## src/hdl/assert_macros.svh

```systemverilog
// Assertion helpers, clocked on aclk and quiet while aresetn is low.
`ifndef ASSERT_MACROS_SVH
`define ASSERT_MACROS_SVH

// Condition holds on every clock edge.
`define MQFL_ASSERT_ALWAYS(label, cond) \
    label: assert property (@(posedge aclk) disable iff (!aresetn) (cond)) \
        else $error("mailbox assertion failed");

// Antecedent implies consequent in the same cycle.
`define MQFL_ASSERT_IMPL(label, ante, cons) \
    label: assert property (@(posedge aclk) disable iff (!aresetn) (ante) |-> (cons)) \
        else $error("mailbox assertion failed");

// Antecedent implies consequent in the next cycle.
`define MQFL_ASSERT_NEXT(label, ante, cons) \
    label: assert property (@(posedge aclk) disable iff (!aresetn) (ante) |=> (cons)) \
        else $error("mailbox assertion failed");

`endif

```

## src/hdl/mqfl_ram.sv

```systemverilog
module mqfl_ram #(
    parameter int WIDTH = 8,
    parameter int DEPTH = 2,
    localparam int AW = (DEPTH > 1) ? $clog2(DEPTH) : 1
) (
    input  logic             aclk,
    input  logic             wr_en,
    input  logic [AW-1:0]    wr_addr,
    input  logic [WIDTH-1:0] wr_data,
    input  logic             rd_en,
    input  logic [AW-1:0]    rd_addr,
    output logic [WIDTH-1:0] rd_data
);

    logic [WIDTH-1:0] mem [DEPTH];
    logic [WIDTH-1:0] rd_data_reg;

    always_ff @(posedge aclk) begin
        if (wr_en) begin
            mem[wr_addr] <= wr_data;
        end
        if (rd_en) begin
            rd_data_reg <= mem[rd_addr];
        end
    end

    assign rd_data = rd_data_reg;

endmodule

```

## config.mk

```make
export PLATFORM = sky130hd
export DESIGN_NAME = mqfl_ram
export DESIGN_NICKNAME = d
export VERILOG_FILES = /design/src/hdl/assert_macros.svh /design/src/hdl/mqfl_ram.sv
export SDC_FILE = /design/constraint.sdc
export NUM_CORES = 1
export LEC_CHECK = 0
export ABC_AREA = 1
export BUFFER_PORTS_ARGS = -buffer_cell sky130_fd_sc_hd__buf_4
export CAP_MARGIN = 20
export CORE_MARGIN = 2
export CORE_UTILIZATION = 50
export CTS_BUF_LIST = sky130_fd_sc_hd__clkbuf_2
export CTS_CLUSTER_SIZE = 40
export DETAILED_ROUTE_END_ITERATION = 7
export HOLD_SLACK_MARGIN = 0.1
export PLACE_DENSITY_LB_ADDON = 0.25
export REMOVE_ABC_BUFFERS = 1
export SLEW_MARGIN = 30
export SYNTH_ARGS = -nofsm -noshare
export SYNTH_HDL_FRONTEND = slang
export SYNTH_SLANG_ARGS = --single-unit
```

## constraint.sdc

```tcl
create_clock -name aclk -period 1.84 [get_ports aclk]
set_input_delay 0.092 -clock aclk [delete_from_list [all_inputs] [get_ports aclk]]
set_output_delay 0.092 -clock aclk [all_outputs]
set_load 0.01 [all_outputs]
```

==> Word level (Yosys, flattened, before mapping) <==
Memory sizes are Yosys's and may differ from the RTL's. A register that Yosys moved wholly into a read port is not among the register bits.
Cells that the tools add are included.
{ "word_totals": {"register_bits": 0, "ramBits": 16, "in_bits": 13, "output_inout_bits": 8, "wordCells": 3, "mem_count": 1} }
{ "mem_list": {"columns": ["memory", "depth", "width", "read_ports", "rd_ports_with_merged_regs", "wr", "line", "text"], "rows": [
  ["mem", 2, 8, 1, 1, 1, "mqfl_ram.sv:15", "logic [WIDTH-1:0] mem [DEPTH];"]
]} }
{ "classes": {"muxes": 2} }
{ "op_table": {"columns": ["operator", "n"], "rows": [
  ["2-to-1 mux 1 bit", 2]
]} }

==> Longest topological paths before layout <==
Gate-level depths: netlist of run 1.
{ "logic_depth": {"depth_word": 2, "depth_mapped": 4, "depth_no_buf": 3} }

==> Worst setup path after synthesis of run 1 <==
No wires, ideal clock.
{ "synth_path": {"path_type": "input-to-reg", "startpoint": "input port wr_en", "endpoint": "memory mem[0][0] (enable)", "setup_time_ns": 0.371, "arrival_ns": 0.481, "t_required_ns": 1.469, "slack_ns": 0.988, "cell_stages": 2, "path_buffers": 0, "cell_sequence": "inv_1 > nor2_1"} }
{ "synth_between": {"elab_chain_cells": 2} }
{ "synth_lines": {"columns": ["item", "line", "text"], "rows": [
  ["from (decl)", "mqfl_ram.sv:7", "input logic wr_en,"],
  ["2-to-1 mux 1 bit", "mqfl_ram.sv:19", "if (wr_en) begin"],
  ["2-to-1 mux 1 bit (not written as such)", "mqfl_ram.sv:20", "mem[wr_addr] <= wr_data;"],
  ["to (decl)", "mqfl_ram.sv:15", null]
]} }
Every way passes these cells.

==> Final worst setup path of run 1 <==
{ "layout_path": {"startpoint": "register rd_data_reg[5] (netlist: rd_data[5]) (read register of mem)", "endpoint": "output port rd_data[5]"} }
{ "layout_rtl": {"columns": ["item", "line", "text"], "rows": [
  ["from (decl)", "mqfl_ram.sv:16", "logic [WIDTH-1:0] rd_data_reg;"],
  ["to (decl)", "mqfl_ram.sv:12", "output logic [WIDTH-1:0] rd_data"]
]} }
No word-level cell between the ends.

==> results of run 1 <==
[where the power goes]
group | leakage, uW | total, uW | switching (uW) | internal, uW
registers | 0.000230 | 653 | 8.82 | 645
clock network | 0.0000140 | 189 | 142 | 47.2
logic | 0.000226 | 94.9 | 44.1 | 50.8
[cell families (layout without fill, tap and decap cells)]
kind of cell  count (synthesis)  count (layout)  synth area share, %
buf+inv                       4              36                2.678
flops                        24              24                85.71
simple gates                 26              26                11.61
[per-stage QoR]
step | instance area (um2) | setup slack (ns)
after CTS | 1109 | 0.8256
after detailed placement | 999.7 | 0.7344
after floorplan | 829.5 | 0.9881
final | 1109 | 0.8406
after global routing | 1109 | 0.8107
after global placement | 999.7 | 0.7862
[cell type report]
class / instances / area, um2 / share of cell area (%)
flip-flops and latches: 24 / 720.7 / 65.01
repair buffers: 29 / 240.2 / 21.67
multi-input cells: 26 / 97.59 / 8.804
well taps: 16 / 20.02 / 1.806
clock buffers: 3 / 15.01 / 1.354
inverters: 3 / 11.26 / 1.016
clock inverters: 1 / 3.754 / 0.3386
[synthesized netlist by cell type]
cell      number
buf_6          1
edfxtp_1      24
inv_1          2
inv_2          1
nand2_1       25
nor2_1         1
[per-layer routing]
layer / vias to the layer above / global-route usage, % / routed length, um
li1: 246 / - / -
met1: 225 / 14.13 / 462
met2: 24 / 28.86 / 680
met3: 4 / 2.400 / 79
met4: 0 / 7.059 / 26
met5: - / 0 / 0
[what timing repair did]
action	in CTS	in global routing
hold buffers	9	0
setup endpoints to repair	0	0
endpoints found under the hold margin	24	0
[worst min path at each step]
stage / start / to / cells past startpoint
6_report: rd_addr / rd_data[7]$_DFFE_PP_ / 3
5_1_grt: rd_addr / rd_data[6]$_DFFE_PP_ / 3
4_1_cts: rd_addr / rd_data[0]$_DFFE_PP_ / 3
3_5_place_dp: wr_data[2] / mem[1][2]$_DFFE_PP_ / 1
3_3_place_gp: wr_data[2] / mem[1][2]$_DFFE_PP_ / 1
2_1_floorplan: wr_data[0] / mem[0][0]$_DFFE_PP_ / 0
==> run metrics, run 1 <==
Seq/Total Area, Yosys 85.71%; antenna violations before repair 0; nets 100; Die X 45.01 um; Initial DRT Pass Iterations 5; core area roughly 1500 um2; row cnt 14; CP endpoint rd_data[5]; P&R area growth vs syn 31.84%; IO Port Bufs 20; DRC Markers 0; # diodes 0; Synth Instances 54; Util after Layout 71.92%; Clock Tree Root clkbuf_2; total leakage power 0.0004696 uW; Synth area leaders edfxtp_1, nand2_1, buf_6; PD cells between 800 and 900 nW/um2; CTS tree done; first-pass GRT wire length between 1500 and 2000 um; Fin. Hold Viols 0; fillers 112; most frequent cells in the layout nand2_1, edfxtp_1, buf_4; Final Power ~940 uW; most common cell after layout, fill and taps aside nand2_1; VDD IR max 0.0005016 V; layout cells sized above 1 27.91%; Hold Path Class in -> reg; Tcrit/Tclk final 54.31%; Max Fanout on Critical Path 1; Overflow after GRT 0; crit path from rd_data[5]$_DFFE_PP_; Reg2Reg Setup Slack 1.06 ns; max reg flops 16; Final Max Tran Viols 0; outcome finished clean; Die ar. around 2000 um2; Clock Path Buffers 2; Vias 499; CP max stage cell edfxtp_1; fin cells 102; syn avg cell area 15.57 um2; critical path class reg -> out; gr usage total 14.58%; H-tree levels 1; Die Y 45.01 um; clock latency on the worst-skew pair 0.33 ns; RR Endpoint rd_data[1]$_DFFE_PP_; number of global-route vias before repair approximately 530; critical path's top delay family flip-flops; capturing element type of the critical path output pin; Post-CTS Setup Bufs 0; Yosys warning total 0; routability cong. ~0.68; r2r startpoint mem[0][1]$_DFFE_PP_; Inst Count DP 89; largest net degree at the start of global routing 14; drt total wl between 1000 and 1500 um; Critical Path Start Type flop; worst path required time around 1.8 ns; MaxCap Viol Count 0; FF-to-FF path depth 2; CP cell instances buf_4; Synth Register Bits 24; initial core utilization 54.55%; Hold Slack 0.1105 ns; FMAX 1.001 GHz; HPWL after DPL ~800 um; Layout Skew 0.01385 ns; TNS Setup 0 ns; vias per inst between 4 and 5; DR iter-0 viols 18; CTS Buf Count 3; Synth Cell Area 840.8 um2; Finish-stage setup viols 0; clock sinks 24; RSZ-0062 raised after global routing false; Worst-path clk slew around 0.2 ns; Slew HR 56.14%; # IOs 21; antenna viol nets, final 0; Avg WL per Cell between 10 and 15 um; cell taking the most area after synthesis edfxtp_1; CP Depth 1; worst stage delay on the critical path 0.42 ns; Post-CTS Resized 0; Yosys top cell area share 85.71%; min Tclk post-route 0.9994 ns; Slew @ Worst Pin 0.6555 ns; Buf+Inv Stages, Crit Path 1; crit path DAT 0.91 ns; count of different cell masters after synthesis 6
Power figures use the tool's default switching activity.
==> run 2, diff against run 1 <==
Clock period 1.84 ns to 1.04 ns, I/O delays scaled along.
==> run metrics, run 2 (synthesis gave the netlist of run 1 again) <==
r2r startpoint mem[1][5]$_DFFE_PP_ (was mem[0][1]$_DFFE_PP_); # diodes 0 (unchanged); number of global-route vias before repair 519 (was 532); fillers 102 (was 112); CP Depth 1 (unchanged); first-pass GRT wire length 2139 um (was 1987 um); most frequent cells in the layout nand2_1, edfxtp_1, buf_4 (unchanged); clock sinks 24 (unchanged); crit path from rd_data[2]$_DFFE_PP_ (was rd_data[5]$_DFFE_PP_); CP max stage cell edfxtp_1 (unchanged); MaxCap Viol Count 0 (unchanged); Fin. Hold Viols 0 (unchanged); CTS Buf Count 3 (unchanged); Final Max Tran Viols 0 (unchanged); total leakage power 0.0004789 uW (was 0.0004696 uW); Tcrit/Tclk final 90.97%; CTS tree done (unchanged); VDD IR max 0.001077 V (was 0.0005016 V); Die Y 45.01 um (unchanged); Avg WL per Cell 12.42 um (was 12.23 um); FMAX 1.057 GHz; PD cells 1480 nW/um2 (was 845.5 nW/um2); max reg flops 16 (unchanged); RSZ-0062 raised after global routing false (unchanged); H-tree levels 1 (unchanged); Finish-stage setup viols 0 (unchanged); gr usage total 15.56% (was 14.58%); top sig layer met4 (unchanged); FF-to-FF path depth 2 (unchanged); Vias 499 (unchanged); Hold Path Class in -> reg (unchanged); Layout Skew 0.009183 ns (was 0.01385 ns); CP cell instances buf_4 (unchanged); # IOs 21 (unchanged); most common cell after layout, fill and taps aside nand2_1 (unchanged); fin cells 104 (was 102); routability cong. 0.6343 (was 0.6765); DR iter-0 viols 17 (was 18); capturing element type of the critical path output pin (unchanged); Worst-path clk slew 0.20 ns (about the same); Max Fanout on Critical Path 1 (unchanged); critical path's top delay family flip-flops (unchanged); DRC Markers 0 (unchanged); layout cells sized above 1 28.41% (was 27.91%); Buf+Inv Stages, Crit Path 1 (unchanged); met2 WL post-DR 717 um (was 680 um); initial core utilization 54.55% (unchanged); min Tclk post-route 0.9461 ns; CP endpoint rd_data[2] (was rd_data[5]); Clock Tree Root clkbuf_2 (unchanged); Overflow after GRT 0 (unchanged); clock latency on the worst-skew pair 0.32 ns (was 0.33 ns); Critical Path Start Type flop (unchanged); drt total wl 1292 um (was 1247 um); outcome finished clean (unchanged); IO Port Bufs 20 (unchanged); Die X 45.01 um (unchanged); Slew @ Worst Pin 0.3111 ns (was 0.6555 ns); antenna viol nets, final 0 (unchanged); RR Endpoint rd_data[5]$_DFFE_PP_ (was rd_data[1]$_DFFE_PP_); nets 102 (was 100); HPWL after DPL 875.2 um (was 817.2 um); vias per inst 4.798 (was 4.892); Util after Layout 73.05% (was 71.92%); row cnt 14 (unchanged); Inst Count DP 90 (was 89); P&R area growth vs syn 33.93% (was 31.84%); M1 WL 490 um (was 462 um); core area 1541 um2 (unchanged); Post-CTS Setup Bufs 0 (unchanged); worst stage delay on the critical path 0.42 ns (about the same); Reg2Reg Setup Slack 0.27 ns (was 1.06 ns); Die ar. 2025 um2 (unchanged); antenna violations before repair 0 (unchanged); Met3 Wirelength 66 um (was 79 um); Slew HR 79.24% (was 56.14%); Initial DRT Pass Iterations 4 (was 5); TNS Setup 0 ns (unchanged); largest net degree at the start of global routing 14 (unchanged); critical path class reg -> out (unchanged); crit path DAT 0.89 ns (was 0.91 ns); Clock Path Buffers 2 (unchanged); worst path required time 0.99 ns (was 1.75 ns)
==> run 2: changes by cell type in the layout (fill, tap and decap cells not counted), sizes merged <==
| cell | before | now |
|---|---|---|
| buf | 20 | 21 |
| dlygate4sd3 | 9 | 10 |
==> run 2: where the power goes <==
group / switching [uW] / internal, uW
logic: 78.9 / 94.9
clock network: 251 / 83.6
registers: 16.9 / 1140
total: 347 / 1320
==> run 2: per-layer routing <==
metal / up-vias / track usage (%)
met5: - / 0
met4: 0 / 7.059
met3: 4 / 3.600
met2: 20 / 28.86
met1: 224 / 16.48
li1: 251 / -
==> run 2: metrics by stage <==
stage / setup WS, ns / hold WS (ns) / area, um2 / total power [uW]
6_report: 0.09395 / 0.1594 / 1126 / 1666
5_1_grt: 0.03423 / 0.1418 / 1126 / 1737
4_1_cts: 0.08502 / 0.1592 / 1126 / 1672
3_5_place_dp: 0.2625 / 0.2394 / 1007 / 1324
3_3_place_gp: 0.3014 / 0.2374 / 1007 / 1315
2_1_floorplan: 0.2281 / 0.1509 / 829.5 / 1227
==> run 2: worst min-delay path by stage <==
stage                     startpoint                  end  cells after the start
after floorplan           wr_data[0]  mem[0][0]$_DFFE_PP_                      0
after global placement    wr_data[2]  mem[0][2]$_DFFE_PP_                      1
after detailed placement  wr_data[2]  mem[0][2]$_DFFE_PP_                      1
after CTS                    wr_addr  mem[0][2]$_DFFE_PP_                      3
after global routing         wr_addr  mem[0][2]$_DFFE_PP_                      3
final                        wr_addr  mem[0][2]$_DFFE_PP_                      3
==> run 2: repair_timing <==
item                                   CTS  global route
setup endpoints to repair                0             0
hold buffers                            10             0
endpoints found under the hold margin   32             0
gates resized for setup                  0             0
==> run 2: layout make-up <==
cell class | count | area, um2 | area share (%)
sequential | 24 | 720.7 | 64.00
multi-input combinational | 26 | 97.59 | 8.667
clock buffer | 3 | 15.01 | 1.333
timing repair buffer | 31 | 257.7 | 22.89
tap | 16 | 20.02 | 1.778
inverter | 3 | 11.26 | 1.000
clock inverter | 1 | 3.754 | 0.3333
